===== config.mk =====
export PLATFORM = sky130hd
export DESIGN_NAME = tes_ctrl
export DESIGN_NICKNAME = d
export VERILOG_FILES = /design/src/tes_pkg.sv /design/src/tes_ctrl.sv
export SDC_FILE = /design/constraint.sdc
export NUM_CORES = 1
export LEC_CHECK = 0
export BUFFER_PORTS_ARGS = -buffer_cell sky130_fd_sc_hd__buf_4
export CORE_UTILIZATION = 53
export DETAILED_ROUTE_END_ITERATION = 6
export PLACE_DENSITY = 0.85
export SYNTH_ARGS = -nofsm -noshare
export SYNTH_HDL_FRONTEND = slang
export SYNTH_SLANG_ARGS = --single-unit

===== constraint.sdc =====
create_clock -name aclk -period 5.4 [get_ports aclk]
set_clock_uncertainty 0.2 [all_clocks]
set_input_delay 0.81 -clock aclk [delete_from_list [all_inputs] [get_ports aclk]]
set_output_delay 0.81 -clock aclk [all_outputs]
set_load 0.05 [all_outputs]

===== src/tes_pkg.sv =====
`timescale 1ns / 1ps
// ----------------------------------------------------------------------------
// tes_pkg: shared types and constants of the timing event scheduler
// Slot record layout, action and result codes, controller states, the command
// and status bundles between controller and datapath, saturation helpers.
// ----------------------------------------------------------------------------
package tes_pkg;

    localparam int NUM_EVENTS_DEF = 16;
    localparam int MAX_FIRES_DEF  = 63;

    // signed width of downcount and time since last run
    localparam int DW         = 52;
    // pending time width
    localparam int PW         = 48;
    localparam int SLOT_W     = 4;
    // slot number widened so that it can be compared with the table depth
    localparam int SLOT_EXT_W = 7;
    localparam int DIV_CNT_W  = 6;

    localparam logic [31:0] IDLE_POLL_RST = 32'd100000000;

    typedef enum logic [1:0] {
        ACT_ADVANCE    = 2'd0,
        ACT_ACTIVATE   = 2'd1,
        ACT_DEACTIVATE = 2'd2
    } action_t;

    typedef enum logic [1:0] {
        KIND_FIRE   = 2'd0,
        KIND_STATUS = 2'd1,
        KIND_ERROR  = 2'd2
    } kind_t;

    typedef enum logic [4:0] {
        S_IDLE,
        S_DECODE,
        S_ACT_WR,
        S_DEACT,
        S_ERR,
        S_ADD,
        S_SCAN_ADV,
        S_CHECK,
        S_OUTER,
        S_AGE,
        S_SCAN_IN,
        S_INNER,
        S_FIRE_RD,
        S_FIRE_LD,
        S_DIV1,
        S_DIV1_W,
        S_DIV2,
        S_DIV2_W,
        S_FIRE_WB,
        S_END,
        S_SCAN_ST,
        S_STATUS
    } state_t;

    typedef struct packed {
        logic [31:0]          period;
        logic [15:0]          interval;
        logic signed [DW-1:0] downcount;
        logic signed [DW-1:0] since_run;
    } slot_rec_t;

    localparam int REC_W = $bits(slot_rec_t);

    typedef struct packed {
        logic  take_in;
        logic  act_wr;
        logic  deact;
        logic  pend_add;
        logic  pend_clr;
        logic  rem_load;
        logic  slice;
        logic  ov_set;
        logic  pend_from_rem;
        logic  sweep_scan;
        logic  sweep_age;
        logic  fire_rd;
        logic  fire_ld;
        logic  div_start;
        logic  div_sel;
        logic  cyc_ld;
        logic  beh_ld;
        logic  fire_wb;
        logic  out_load;
        kind_t out_kind;
    } tes_cmd_t;

    typedef struct packed {
        action_t action;
        logic    slot_ok;
        logic    slot_on;
        logic    found;
        logic    pend_ge_min;
        logic    min_pos;
        logic    rem_zero;
        logic    fires_max;
        logic    sweep_done;
        logic    div_done;
        logic    out_free;
    } tes_sts_t;

    // clamp a signed time to 0..2^32-1
    function automatic logic [31:0] sat_s(input logic signed [DW-1:0] v);
        logic [31:0] r;
        if (v[DW-1]) begin
            r = '0;
        end else if (|v[DW-1:32]) begin
            r = '1;
        end else begin
            r = v[31:0];
        end
        return r;
    endfunction

    // clamp an unsigned quotient to 32 bits
    function automatic logic [31:0] sat_u(input logic [DW-1:0] v);
        logic [31:0] r;
        if (|v[DW-1:32]) begin
            r = '1;
        end else begin
            r = v[31:0];
        end
        return r;
    endfunction

endpackage


===== src/tes_ctrl.sv =====
`timescale 1ns / 1ps
// ----------------------------------------------------------------------------
// tes_ctrl: scheduler controller
// Sequences decode, slot updates, time slices, firings and the result items.
// ----------------------------------------------------------------------------
module tes_ctrl
    import tes_pkg::*;
(
    input  logic     aclk,
    input  logic     aresetn,
    input  logic     s_valid,
    output logic     s_ready,
    input  tes_sts_t sts,
    output tes_cmd_t cmd
);

    state_t state_reg;
    state_t state_next;

    always_ff @(posedge aclk) begin
        if (!aresetn) begin
            state_reg <= S_IDLE;
        end else begin
            state_reg <= state_next;
        end
    end

    // next state
    always_comb begin
        state_next = state_reg;
        case (state_reg)
            S_IDLE: begin
                if (s_valid) begin
                    state_next = S_DECODE;
                end
            end
            S_DECODE: begin
                case (sts.action)
                    ACT_ADVANCE:    state_next = S_ADD;
                    ACT_ACTIVATE:   state_next = sts.slot_ok ? S_ACT_WR : S_SCAN_ST;
                    ACT_DEACTIVATE: state_next = (sts.slot_ok && sts.slot_on) ? S_DEACT : S_ERR;
                    default:        state_next = S_IDLE;
                endcase
            end
            S_ACT_WR:   state_next = S_SCAN_ST;
            S_DEACT:    state_next = S_SCAN_ST;
            S_ERR: begin
                if (sts.out_free) begin
                    state_next = S_IDLE;
                end
            end
            S_ADD:      state_next = S_SCAN_ADV;
            S_SCAN_ADV: begin
                if (sts.sweep_done) begin
                    state_next = S_CHECK;
                end
            end
            S_CHECK: begin
                if (!sts.found || !sts.pend_ge_min) begin
                    state_next = S_STATUS;
                end else begin
                    state_next = S_OUTER;
                end
            end
            S_OUTER: begin
                if (sts.rem_zero || !sts.found) begin
                    state_next = S_END;
                end else begin
                    state_next = S_AGE;
                end
            end
            S_AGE: begin
                if (sts.sweep_done) begin
                    state_next = S_SCAN_IN;
                end
            end
            S_SCAN_IN: begin
                if (sts.sweep_done) begin
                    state_next = S_INNER;
                end
            end
            S_INNER: begin
                if (!sts.found || sts.min_pos) begin
                    state_next = S_OUTER;
                end else if (sts.fires_max) begin
                    state_next = S_END;
                end else begin
                    state_next = S_FIRE_RD;
                end
            end
            S_FIRE_RD:  state_next = S_FIRE_LD;
            S_FIRE_LD:  state_next = S_DIV1;
            S_DIV1:     state_next = S_DIV1_W;
            S_DIV1_W: begin
                if (sts.div_done) begin
                    state_next = S_DIV2;
                end
            end
            S_DIV2:     state_next = S_DIV2_W;
            S_DIV2_W: begin
                if (sts.div_done) begin
                    state_next = S_FIRE_WB;
                end
            end
            S_FIRE_WB: begin
                if (sts.out_free) begin
                    state_next = S_SCAN_IN;
                end
            end
            S_END:      state_next = S_STATUS;
            S_SCAN_ST: begin
                if (sts.sweep_done) begin
                    state_next = S_STATUS;
                end
            end
            S_STATUS: begin
                if (sts.out_free) begin
                    state_next = S_IDLE;
                end
            end
            default:    state_next = S_IDLE;
        endcase
    end

    // commands
    always_comb begin
        cmd          = '0;
        cmd.out_kind = KIND_STATUS;
        s_ready      = 1'b0;
        case (state_reg)
            S_IDLE: begin
                s_ready     = 1'b1;
                cmd.take_in = s_valid;
            end
            S_ACT_WR:   cmd.act_wr = 1'b1;
            S_DEACT:    cmd.deact = 1'b1;
            S_ERR: begin
                cmd.out_load = sts.out_free;
                cmd.out_kind = KIND_ERROR;
            end
            S_ADD:      cmd.pend_add = 1'b1;
            S_SCAN_ADV: cmd.sweep_scan = 1'b1;
            S_CHECK: begin
                cmd.pend_clr = !sts.found;
                cmd.rem_load = sts.found && sts.pend_ge_min;
            end
            S_OUTER:    cmd.slice = !sts.rem_zero && sts.found;
            S_AGE:      cmd.sweep_age = 1'b1;
            S_SCAN_IN:  cmd.sweep_scan = 1'b1;
            S_INNER:    cmd.ov_set = sts.found && !sts.min_pos && sts.fires_max;
            S_FIRE_RD:  cmd.fire_rd = 1'b1;
            S_FIRE_LD:  cmd.fire_ld = 1'b1;
            S_DIV1:     cmd.div_start = 1'b1;
            S_DIV1_W:   cmd.cyc_ld = sts.div_done;
            S_DIV2: begin
                cmd.div_start = 1'b1;
                cmd.div_sel   = 1'b1;
            end
            S_DIV2_W:   cmd.beh_ld = sts.div_done;
            S_FIRE_WB: begin
                cmd.fire_wb  = sts.out_free;
                cmd.out_load = sts.out_free;
                cmd.out_kind = KIND_FIRE;
            end
            S_END:      cmd.pend_from_rem = 1'b1;
            S_SCAN_ST:  cmd.sweep_scan = 1'b1;
            S_STATUS:   cmd.out_load = sts.out_free;
            default:    cmd = '0;
        endcase
    end

endmodule


**Word-level counts from Yosys, hierarchy flattened**

Index checks and enable logic that the tools add are counted.

- Logic and storage cells: 91
- Register bits after elaboration: 5
- Output and inout port bits: 22

- Mux-type cells: 37
- Reduce and logical (&&, ||, !) cells: 21
- Equality and inequality tests: 32

Operators by type and width:

| cell | count |
|---|---|
| $pmux 5 s20 | 1 |
| $mux 5 | 14 |
| $eq 5x4->1 const B | 8 |
| $eq 5x5->1 const B | 6 |
| $eq 5x3->1 const B | 4 |
| $reduce_or 19->1 | 1 |
| $mux 1 | 18 |
| $ne 2x2->1 const B | 8 |
| $pmux 5 s3 | 1 |
| $eq 5x2->1 const B | 2 |
| $reduce_and 9->1 | 1 |
| $reduce_or 2->1 | 3 |
| $reduce_or 3->1 | 2 |
| $eq 5x1->1 const B | 1 |
| $logic_and 1x1->1 | 5 |
| $logic_not 5->1 | 1 |
| $logic_not 1->1 | 4 |
| $pmux 2 s2 | 1 |
| $logic_or 1x1->1 | 3 |
| $mux 3 | 1 |
| $eq 2x1->1 const B | 1 |
| $eq 2x2->1 const B | 1 |
| $logic_not 2->1 | 1 |
| $mux 2 | 1 |
| $ne 2x1->1 const B | 1 |

**Longest topological paths before layout**

Gate-level depths: netlist of run 1.

- Word-level depth: 4
- Gate-level depth with buffers: 8
- Depth with buffers taken out: 5

**Worst setup path after synthesis of run 1**

OpenSTA, ideal clock, no wires.

- Path kind: flip-flop to output port
- From: register state_reg[0]
- To: output port cmd[19] (netlist name)
- Arrival: 2,344 ps
- Stages on the path, launching flop included: 5
- Data required time: 4,390 ps
- Slack: 2,046 ps
- Path buffers: 3
- Cell sequence: dfxtp_1 buf_6 buf_2 buf_1 nor4_1

RTL lines:

| item | line | text |
|---|---|---|
| from (decl) | tes_ctrl.sv:17 | `state_t state_reg;` |
| from (signal assigned) | tes_ctrl.sv:24 | `state_reg <= state_next;` |
| to (decl) | tes_ctrl.sv:14 | `output tes_cmd_t cmd` |

==> results of run 1 <==
## final cells by class
class                           instances  area share [%]
Multi-Input combinational cell        125            64.0
Timing Repair Buffer                   36            22.0
Sequential cell                         5            8.15
Tap cell                               25            2.55
Clock buffer                            4            2.14
Inverter                                4            1.22
## cell usage in the layout, fill, tap and decap left out, types with 3 or more instances in the layout
cell type	Yosys	final
a21oi_1	4	4
clkbuf_4	0	3
nand2b_1	3	3
o22ai_1	7	7
nor2_1	19	19
inv_1	4	4
o21ai_0	4	4
nand2_1	19	19
nor3b_1	3	3
dfxtp_1	5	5
nor4b_1	3	3
nor2b_1	5	5
buf_4	1	36
nand3b_1	3	3
nor3_1	5	5
a32oi_1	3	3
nor4_1	3	3
o31ai_1	3	3
## cell families (layout without fill, tap and decap cells)
family	count (synthesis)	in the layout	synth area share, %
muxes	1	1	1.01
buffers and inverters	19	44	10.8
xor gates and xnor gates	3	3	2.65
DFF	5	5	10.1
AOI/OAI and AO/OA	39	39	29.5
and+or+nand+nor	82	82	46.0
## worst max-delay path by stage
stage,slack [ns],startpoint,to
3_5_place_dp,2.50,state_reg[0]$_SDFFE_PN0P_,cmd[15]
5_1_grt,2.03,state_reg[0]$_SDFFE_PN0P_,cmd[15]
2_1_floorplan,2.05,state_reg[0]$_SDFFE_PN0P_,cmd[19]
3_3_place_gp,2.55,state_reg[2]$_SDFFE_PN0P_,cmd[15]
4_1_cts,2.22,state_reg[0]$_SDFFE_PN0P_,cmd[15]
6_report,2.20,state_reg[0]$_SDFFE_PN0P_,cmd[15]
## metrics by stage
| stage | area [um^2] | hold slack, ns | worst slack, ns | utilization [%] |
|---|---|---|---|---|
| after floorplan | 993 | 0.613 | 2.05 | - |
| after global placement | 1200 | 0.581 | 2.55 | 68.9 |
| after detailed placement | 1200 | 0.587 | 2.50 | 68.9 |
| after CTS | 1230 | 0.598 | 2.22 | 70.4 |
| after global routing | 1230 | 0.653 | 2.03 | 70.4 |
| final | 1230 | 0.599 | 2.20 | 70.4 |
## power by group through the flow
stage | Clock [mW] | Sequential (mW) | Combinational, mW
floorplan | 0 | 0.0498 | 0.273
global placement | 0 | 0.0970 | 0.282
detailed placement | 0 | 0.0983 | 0.284
CTS | 0.0463 | 0.0975 | 0.285
global route | 0.0478 | 0.103 | 0.307
finish | 0.0444 | 0.0992 | 0.287
## per-layer routing
layer	track usage (%)	share of wire, %	up-vias
li1	-	-	608
met1	40.9	44	563
met2	46.7	47	67
met3	5.60	8.1	2
met4	3.64	0.46	0
met5	0	0	-
## worst register-to-register path: stages (launching register included)
cell	delay, ns
dfxtp_1	0.87
inv_1	0.29
a32oi_1	0.38
o211ai_2	0.14
or3_4	0.37
o22ai_1	0.17
==> out/qor.yml, run 1 <==
min_path:
  hp-class: "reg -> reg"
  holdPathEnd: "state_reg[2]$_SDFFE_PN0P_"
  hold_path_depth: 2
  min_from: "state_reg[2]$_SDFFE_PN0P_"
clock_tree:
  clock_sinks: 5
  numCtsBuffers: 3
  cts_setup_buffers: 0
  cts.clk_slew.worst_paths_ns: 0.05
  root_buffer: "clkbuf_4"
  clk_path_buf_depth: 2
  cts_resized: 0
  hold_buffers: 0
  clock_latency_ns: 0.25
  h-tree-depth: 1
  cts_tree: "done"
yosys:
  synth.net_count: 164
  synth_top_area_share_pct: 10.1
  yosys_warnings: 0
  synth_commonest_cells: "nand2_1 (19), nor2_1 (19), buf_2 (8)"
  ys_seq_elements: 5
  synth_area_leaders: "dfxtp_1 (10%), nand2_1 (7.2%), nor2_1 (7.2%)"
  synth_edf_count: 0
  yosys_most_used_dff: "dfxtp_1"
  postSynthCellCount: 149
  synth_cell_types: 50
  avgSynthCellArea_um2: 6.67
  synth_area_leader_cell: "dfxtp_1"
  synth-seq-area-share_pct: 10.1
  netlist_area_um2: 993
  postSynth.asyncResetShare_pct: 0
setup_path:
  cp_max_fo: 29
  worst-path-buf-inv: 1
  rr_endpoint: "state_reg[1]$_SDFFE_PN0P_"
  cp.required_ns: 4.39
  path_cells: "nand3b_1 -> or2_2 -> nor2_1 -> buf_4"
  ff2ff_path_depth: 5
  critPathLaunchType: "register"
  slowest_delay_ns: 0.97
  worst-setup-path-type: "reg -> out"
  r2r_setup_slack_ns: 2.90
  endpoint_kind: "output port"
  regToRegStartpoint: "state_reg[1]$_SDFFE_PN0P_"
  cp.arrival_ns: 2.19
  slowest_stage: "dfxtp_1"
  crit_family: "flip-flops"
  path_depth: 4
timing:
  tightest_slew_ns: 0.989
  layout_min_cycle_time_ns: 3.20
  fmax_mhz: 312
  tns_ns: 0
  maxSlewViolCount: 0
  rsz0062_at_grt: "no"
  setup_viol: 0
  finalHoldViolCount: 0
  fin_crit_sh_pct: 59.3
  slew_headroom_pct: 34.0
layout:
  largest_reg_flops: 5
  multi_input_area_um2: 786
  seq_area_um2: 100
  drive_gt1_share_pct: 27.6
  num-fill-cells: 176
  syn2layout_area_growth_pct: 23.7
  diodes: 0
  finalNonFillerCells: 199
  fin_nets: 190
power:
  switching_share_pct: 57.3
  clkPwrFrac_pct: 10.3
  powerDensity_mw_per_mm2: 350
  combPwrFrac_pct: 66.6
  power_frac_seq_pct: 23.0
  p_sw_mw: 0.247
  total_power_mw: 0.430
  internal_power_mw: 0.184
  leakagePower_nw: 0.489
  irDropWorstVdd_uv: 256
job:
  max_cap_viol_count: 0
route:
  dr.pass1.iters: 4
  wl_um: 2810
  dr.first_iter.drc_count: 48
  ant_nets: 0
  vias: 1240
  wl_per_cell_um: 14.1
  route.detailed.drc: 0
  via_per_inst: 6.23
floorplanning:
  initial_core_util_pct: 56.9
  die_h_um: 45.3
  die_width_um: 45.3
  io_pins: 37
  die_area_mm2: 0.00205
  core_area_mm2: 0.00175
  fp-row-count: 15
global_routing:
  grt_pass1_wl_um: 4490
  overflow: 0
  grt_max_degree: 30
  antenna_found_initial: 0
  track_usage_pct: 29.0
  grt_pass1_vias: 1002
run_status:
  status: "finished clean"
place:
  dp_cells: 195
  hpwl_um: 2010
  routabilityCongestion: 0.904
  io_buffers: 36
Note: power is estimated with default switching activity, not from simulation.
==> run 2: changes to the inputs <==
--- a/config.mk
+++ b/config.mk
@@ -5,10 +5,11 @@
 export SDC_FILE = /design/constraint.sdc
 export NUM_CORES = 1
 export LEC_CHECK = 0
+export ABC_AREA = 1
 export BUFFER_PORTS_ARGS = -buffer_cell sky130_fd_sc_hd__buf_4
-export CORE_UTILIZATION = 53
+export CORE_UTILIZATION = 44
 export DETAILED_ROUTE_END_ITERATION = 6
-export PLACE_DENSITY = 0.85
+export PLACE_DENSITY = 0.76
 export SYNTH_ARGS = -nofsm -noshare
 export SYNTH_HDL_FRONTEND = slang
 export SYNTH_SLANG_ARGS = --single-unit
==> constraint.sdc (replaced) <==
create_clock -name aclk -period 2.59 [get_ports aclk]
set_clock_uncertainty 0.2 [all_clocks]
set_input_delay 0.3885 -clock aclk [delete_from_list [all_inputs] [get_ports aclk]]
set_output_delay 0.3885 -clock aclk [all_outputs]
set_load 0.05 [all_outputs]
==> run 2 against run 1 <==
Against the previous run: synthesized cell count is 30% higher; global-route usage is 1.3 points lower; cell count is 30% higher; cell area is 2.1% higher; clock power is 100% higher; sequential power is 45% higher; hold slack worse by 0.36 ns; combinational power is 150% higher; setup slack worse by 2.0 ns; core utilization is 7.1 points lower; die area is 13% higher; via count is 6.3% higher; largest cell class unchanged.
==> out/qor.yml, run 2 <==
run_status:
  status: "finished clean"  # unchanged
setup_path:
  worst-setup-path-type: "reg -> out"  # unchanged
  critPathLaunchType: "register"  # unchanged
  r2r_setup_slack_ns: 0.79  # was 2.90 ns
  ff2ff_path_depth: 10  # was 5
  cp.required_ns: 2.00  # was 4.39 ns
  cp.arrival_ns: 1.75  # was 2.19 ns
  cp_max_fo: 6  # was 29
  endpoint_kind: "output port"  # unchanged
  cp-startpoint: "state_reg[0]$_SDFFE_PN0P_"  # unchanged
  rr_endpoint: "state_reg[1]$_SDFFE_PN0P_"  # unchanged
  regToRegStartpoint: "state_reg[0]$_SDFFE_PN0P_"  # was state_reg[1]$_SDFFE_PN0P_
floorplanning:
  fp-row-count: 16  # was 15
  initial_core_util_pct: 47.1  # was 56.9%
  die_width_um: 48.1  # was 45.3 um
  core_area_mm2: 0.00198  # was 0.00175 mm^2
  die_area_mm2: 0.00231  # was 0.00205 mm^2
  io_pins: 37  # unchanged
  die_h_um: 48.1  # was 45.3 um
min_path:
  min_from: "aresetn"  # was state_reg[2]$_SDFFE_PN0P_
  holdPathEnd: "state_reg[0]$_SDFFE_PN0P_"  # was state_reg[2]$_SDFFE_PN0P_
  hp-class: "in -> reg"  # was reg -> reg
  hold_path_depth: 3  # was 2
clock_tree:
  cts_tree: "done"  # unchanged
  hold_buffers: 0  # unchanged
  clock_sinks: 5  # unchanged
  numCtsBuffers: 3  # unchanged
  h-tree-depth: 1  # unchanged
  cts.clk_slew.worst_paths_ns: 0.04  # was 0.05 ns
  clk_path_buf_depth: 2  # unchanged
  clock_latency_ns: 0.23  # was 0.25 ns
  root_buffer: "clkbuf_4"  # unchanged
layout:
  drive_gt1_share_pct: 23.3  # was 27.6%
  final_cell_mix: "nand2_1 (58), nor2_1 (43), buf_4 (36)"  # was buf_4 (36), nand2_1 (19), nor2_1 (19)
  multi_input_area_um2: 692  # was 786 um^2
  fin_nets: 248  # was 190
  largest_reg_flops: 5  # unchanged
  finalNonFillerCells: 259  # was 199
  seq_area_um2: 101  # was 100 um^2
  diodes: 0  # unchanged
  syn2layout_area_growth_pct: 34.5  # was 23.7%
  num-fill-cells: 209  # was 176
  final_common_cell: "nand2_1"  # was buf_4
yosys:
  postSynthCellCount: 194  # was 149
  avgSynthCellArea_um2: 4.81  # was 6.67 um^2
  synth_area_leaders: "nand2_1 (23%), nor2_1 (17%), inv_1 (12%)"  # was dfxtp_1 (10%), nand2_1 (7.2%), nor2_1 (7.2%)
  synth_edf_count: 0  # unchanged
  synth.net_count: 209  # was 164
  postSynth.asyncResetShare_pct: 0  # unchanged
  synth_commonest_cells: "nand2_1 (58), nor2_1 (43), inv_1 (30)"  # was nand2_1 (19), nor2_1 (19), buf_2 (8)
  synth_top_area_share_pct: 23.3  # was 10.1%
  yosys_warnings: 0  # unchanged
  yosysMostFrequentCell: "nand2_1"
  synth-seq-area-share_pct: 10.7  # was 10.1%
  netlist_area_um2: 933  # was 993 um^2
  ys_seq_elements: 5  # unchanged
  yosys_most_used_dff: "dfxtp_1"  # unchanged
  synth_cell_types: 20  # was 50
  synth_area_leader_cell: "nand2_1"  # was dfxtp_1
global_routing:
  grt_pass1_vias: 1028  # was 1,002
  overflow: 0  # unchanged
  grt_max_degree: 14  # was 30
  grt_pass1_wl_um: 4500  # was 4490 um
  antenna_found_initial: 0  # unchanged
  track_usage_pct: 27.7  # was 29.0%
timing:
  hold_slack_ns: 0.243  # was 0.599 ns
  rsz0062_at_grt: "no"  # unchanged
  setup_viol: 0  # unchanged
  slew_headroom_pct: 72.1  # was 34.0%
  fin_crit_sh_pct: 90.5
  finalHoldViolCount: 0  # unchanged
  tightest_slew_ns: 0.418  # was 0.989 ns
  fmax_mhz: 427
  tns_ns: 0  # unchanged
  layout_min_cycle_time_ns: 2.34
  maxSlewViolCount: 0  # unchanged
power:
  irDropWorstVdd_uv: 548  # was 256 uV
  internal_power_mw: 0.361  # was 0.184 mW
  clkPwrFrac_pct: 9.5  # was 10.3%
  power_frac_seq_pct: 15.1  # was 23.0%
  switching_share_pct: 62.0  # was 57.3%
  powerDensity_mw_per_mm2: 757  # was 350 mW/mm^2
  leakagePower_nw: 0.789  # was 0.489 nW
  combPwrFrac_pct: 75.4  # was 66.6%
  p_sw_mw: 0.589  # was 0.247 mW
route:
  dr.pass1.iters: 4  # unchanged
  wl_per_cell_um: 11.5  # was 14.1 um
  vias: 1318  # was 1,240
  route.detailed.drc: 0  # unchanged
  dr.first_iter.drc_count: 91  # was 48
  via_per_inst: 5.09  # was 6.23
  ant_nets: 0  # unchanged
  wl_um: 2980  # was 2810 um
place:
  dp_cells: 255  # was 195
  io_buffers: 36  # unchanged
  hpwl_um: 2520  # was 2010 um
  routabilityCongestion: 0.956  # was 0.904
job:
  max_cap_viol_count: 0  # unchanged
run 2: kinds of logic (layout without fill, tap and decap cells):
logic type / after synthesis / after routing / synth area share (%)
flops: 5 / 5 / 10.7
buf+inv: 37 / 75 / 15.1
simple gates: 133 / 133 / 63.0
compound gates: 19 / 19 / 11.1
run 2: stage by stage:
| step | cell area, um^2 | power (mW) | setup slack [ns] | util [%] |
|---|---|---|---|---|
| finish | 1250 | 0.950 | 0.247 | 63.3 |
| global route | 1250 | 1.03 | 0.0990 | 63.3 |
| global placement | 1230 | 0.854 | 0.412 | 61.9 |
| floorplan | 933 | 0.658 | 0.130 | - |
| detailed placement | 1230 | 0.855 | 0.412 | 61.9 |
| CTS | 1250 | 0.947 | 0.155 | 63.3 |
run 2: what timing repair did:
item,4_1_cts,5_1_grt
buffers inserted,0,0
setup endpoints to repair,0,1
hold endpoints to repair,0,0
gates resized for setup,0,1
run 2: critical path, cell delays in order, from the launching register on:
cell       delay, ns
dfxtp_1         0.46
nand2_1         0.17
nor2_1          0.21
inv_1           0.10
nor2_1          0.15
nor3_1          0.09
o2111ai_1       0.11
buf_4           0.23
run 2: power groups by stage:
stage,clock network [mW],logic (mW),registers (mW)
global route,0.0991,0.787,0.148
detailed placement,0,0.712,0.143
floorplan,0,0.537,0.121
global placement,0,0.711,0.143
finish,0.0898,0.716,0.144
CTS,0.0910,0.714,0.142
run 2: worst max path at each step:
stage | endpoint | slack [ns]
after CTS | cmd[0] | 0.16
after global placement | cmd[0] | 0.41
after global routing | cmd[0] | 0.1
final | cmd[0] | 0.25
after floorplan | cmd[7] | 0.13
after detailed placement | cmd[0] | 0.41
run 2: routing by layer:
layer / GRT usage (%) / wire length, um
met4: 5.56 / 36
met1: 38.9 / 1350
met3: 3.77 / 193
met2: 44.9 / 1400
met5: 0 / 0
run 2: area by class of cell:
class | count | share of cell area, %
Multi-Input combinational cell | 152 | 55.1
Timing Repair Buffer | 36 | 21.5
Inverter | 35 | 10.5
Sequential cell | 5 | 8.08
Tap cell | 27 | 2.69
Clock buffer | 4 | 2.09
==> run 3: changes to the inputs <==
--- a/config.mk
+++ b/config.mk
@@ -7,9 +7,9 @@
 export LEC_CHECK = 0
 export ABC_AREA = 1
 export BUFFER_PORTS_ARGS = -buffer_cell sky130_fd_sc_hd__buf_4
-export CORE_UTILIZATION = 44
+export CORE_UTILIZATION = 52
 export DETAILED_ROUTE_END_ITERATION = 6
-export PLACE_DENSITY = 0.76
+export PLACE_DENSITY = 0.85
 export SYNTH_ARGS = -nofsm -noshare
 export SYNTH_HDL_FRONTEND = slang
 export SYNTH_SLANG_ARGS = --single-unit
==> constraint.sdc (replaced) <==
create_clock -name aclk -period 3 [get_ports aclk]
set_clock_uncertainty 0.2 [all_clocks]
set_input_delay 0.45 -clock aclk [delete_from_list [all_inputs] [get_ports aclk]]
set_output_delay 0.45 -clock aclk [all_outputs]
set_load 0.05 [all_outputs]
==> run 3 against run 2 <==
Against the previous run: cell area fell by 0.40%; critical endpoint unchanged; combinational power decreased by 13%; global-route usage is 5.1 points higher; critical path depth decreased by 1; register-to-register slack better by 0.27 ns.
==> out/qor.yml, run 3 (same netlist as run 2, synthesis figures left out) <==
place:
  hpwl_um: 2380  # was 2520 um
  dp_cells: 252  # was 255
  io_buffers: 36  # unchanged
  routabilityCongestion: 1.03  # was 0.956
  placed_cell_area_mm2: 0.00122  # was 0.00123 mm^2
clock_tree:
  h-tree-depth: 1  # unchanged
  clock_sinks: 5  # unchanged
  hold_buffers: 0  # unchanged
  clk_path_buf_depth: 2  # unchanged
  cts_resized: 0  # unchanged
  cts_tree: "done"  # unchanged
  cts.clk_slew.worst_paths_ns: 0.05  # was 0.04 ns
  cts_setup_buffers: 0  # unchanged
  root_buffer: "clkbuf_4"  # unchanged
  clock_latency_ns: 0.26  # was 0.23 ns
  numCtsBuffers: 3  # unchanged
timing:
  layout_min_cycle_time_ns: 2.53
  tns_ns: 0  # unchanged
  fin_crit_sh_pct: 84.4
  rsz0062_at_grt: "no"  # unchanged
  slew_headroom_pct: 68.0  # was 72.1%
  fmax_mhz: 395
  maxSlewViolCount: 0  # unchanged
  finalHoldViolCount: 0  # unchanged
  hold_slack_ns: 0.277  # was 0.243 ns
  tightest_slew_ns: 0.479  # was 0.418 ns
  setup_viol: 0  # unchanged
floorplanning:
  die_h_um: 44.4  # was 48.1 um
  initial_core_util_pct: 58.6  # was 47.1%
  die_area_mm2: 0.00197  # was 0.00231 mm^2
  core_area_mm2: 0.00159  # was 0.00198 mm^2
  die_width_um: 44.4  # was 48.1 um
  io_pins: 37  # unchanged
  fp-row-count: 14  # was 16
setup_path:
  r2r_setup_slack_ns: 1.06  # was 0.79 ns
  cp.arrival_ns: 1.88  # was 1.75 ns
  ff2ff_path_depth: 9  # was 10
  regToRegStartpoint: "state_reg[4]$_SDFFE_PN0P_"  # was state_reg[0]$_SDFFE_PN0P_
  cp.required_ns: 2.35  # was 2.00 ns
  rr_endpoint: "state_reg[0]$_SDFFE_PN0P_"  # was state_reg[1]$_SDFFE_PN0P_
  slowest_stage: "dfxtp_1"  # unchanged
  endpoint_kind: "output port"  # unchanged
  slowest_delay_ns: 0.61  # was 0.46 ns
  critPathLaunchType: "register"  # unchanged
  worst-setup-path-type: "reg -> out"  # unchanged
  cp_max_fo: 13  # was 6
  path_cells: "inv_2 -> nand3_1 -> inv_1 -> a211oi_1 -> o2111ai_1 -> buf_4"  # was nand2_1 -> nor2_1 -> inv_1 -> nor2_1 -> nor3_1 -> o2111ai_1 -> buf_4
route:
  via_per_inst: 5.21  # was 5.09
  dr.first_iter.drc_count: 94  # was 91
  wl_um: 2910  # was 2980 um
  route.detailed.drc: 0  # unchanged
  wl_per_cell_um: 11.4  # was 11.5 um
  vias: 1333  # was 1,318
  ant_nets: 0  # unchanged
  dr.pass1.iters: 5  # was 4
global_routing:
  grt_max_degree: 14  # unchanged
  track_usage_pct: 32.8  # was 27.7%
  antenna_found_initial: 0  # unchanged
  grt_pass1_vias: 1094  # was 1,028
  overflow: 0  # unchanged
  grt_pass1_wl_um: 4800  # was 4500 um
power:
  internal_power_mw: 0.311  # was 0.361 mW
  combPwrFrac_pct: 75.0  # was 75.4%
  p_sw_mw: 0.516  # was 0.589 mW
  power_frac_seq_pct: 14.9  # was 15.1%
  total_power_mw: 0.827  # was 0.950 mW
  powerDensity_mw_per_mm2: 662  # was 757 mW/mm^2
  irDropWorstVdd_uv: 494  # was 548 uV
  leakagePower_nw: 0.788  # was 0.789 nW
  switching_share_pct: 62.4  # was 62.0%
  clkPwrFrac_pct: 10.1  # was 9.5%
min_path:
  hp-class: "in -> reg"  # unchanged
  hold_path_depth: 3  # unchanged
  holdPathEnd: "state_reg[4]$_SDFFE_PN0P_"  # was state_reg[0]$_SDFFE_PN0P_
  min_from: "aresetn"  # unchanged
layout:
  final_common_cell: "nand2_1"  # unchanged
  final_area_mm2: 0.00125  # about the same
  final_cell_mix: "nand2_1 (58), nor2_1 (43), buf_4 (36)"  # unchanged
  syn2layout_area_growth_pct: 33.9  # was 34.5%
  drive_gt1_share_pct: 22.8  # was 23.3%
  largest_reg_flops: 5  # unchanged
  fin_nets: 248  # unchanged
  diodes: 0  # unchanged
  finalNonFillerCells: 256  # was 259
job:
  max_cap_viol_count: 0  # unchanged
run_status:
  status: "finished clean"  # unchanged
run 3: cell counts in the layout (fill, tap and decap cells not counted):
Identical to the previous run, type by type.
run 3: final cells by class:
cell class                      count  area, um^2
Fill cell                         133         344
Multi-Input combinational cell    152         692
Timing Repair Buffer               36         270
Inverter                           35         131
Sequential cell                     5         100
Clock buffer                        4        26.3
Tap cell                           24        30.0
run 3: critical path: cells and delay by family (launching register included):
family | cells | cell delay (ns)
compound gates | 2 | 0.35
buf+inv | 3 | 0.46
flops | 1 | 0.61
simple gates | 1 | 0.20
run 3: worst max-delay path by stage:
stage	startpoint	end	slack, ns	depth (start not counted)
2_1_floorplan	state_reg[1]$_SDFFE_PN0P_	cmd[7]	0.48	6
3_3_place_gp	state_reg[4]$_SDFFE_PN0P_	cmd[0]	0.85	6
3_5_place_dp	state_reg[4]$_SDFFE_PN0P_	cmd[0]	0.78	6
4_1_cts	state_reg[4]$_SDFFE_PN0P_	cmd[0]	0.50	6
5_1_grt	state_reg[4]$_SDFFE_PN0P_	cmd[0]	0.31	6
6_report	state_reg[4]$_SDFFE_PN0P_	cmd[0]	0.47	6
run 3: per-stage QoR:
stage	utilization [%]	setup WS (ns)
floorplan	-	0.478
global placement	76.8	0.854
detailed placement	76.8	0.780
CTS	78.4	0.503
global route	78.4	0.311
finish	78.4	0.467
run 3: routing by layer:
| layer | GRT usage [%] | vias up | share of wire, % |
|---|---|---|---|
| li1 | - | 680 | - |
| met2 | 55.0 | 77 | 48 |
| met1 | 43.8 | 572 | 43 |
| met4 | 10.3 | 0 | 1.1 |
| met5 | 0 | - | 0 |
| met3 | 3.67 | 4 | 8.3 |
run 3: power by group through the flow:
| stage | sequential, mW | combinational (mW) | clock (mW) |
|---|---|---|---|
| CTS | 0.122 | 0.614 | 0.0867 |
| floorplan | 0.105 | 0.463 | 0 |
| finish | 0.124 | 0.620 | 0.0834 |
| global route | 0.126 | 0.676 | 0.0874 |
| detailed placement | 0.123 | 0.609 | 0 |
| global placement | 0.122 | 0.602 | 0 |
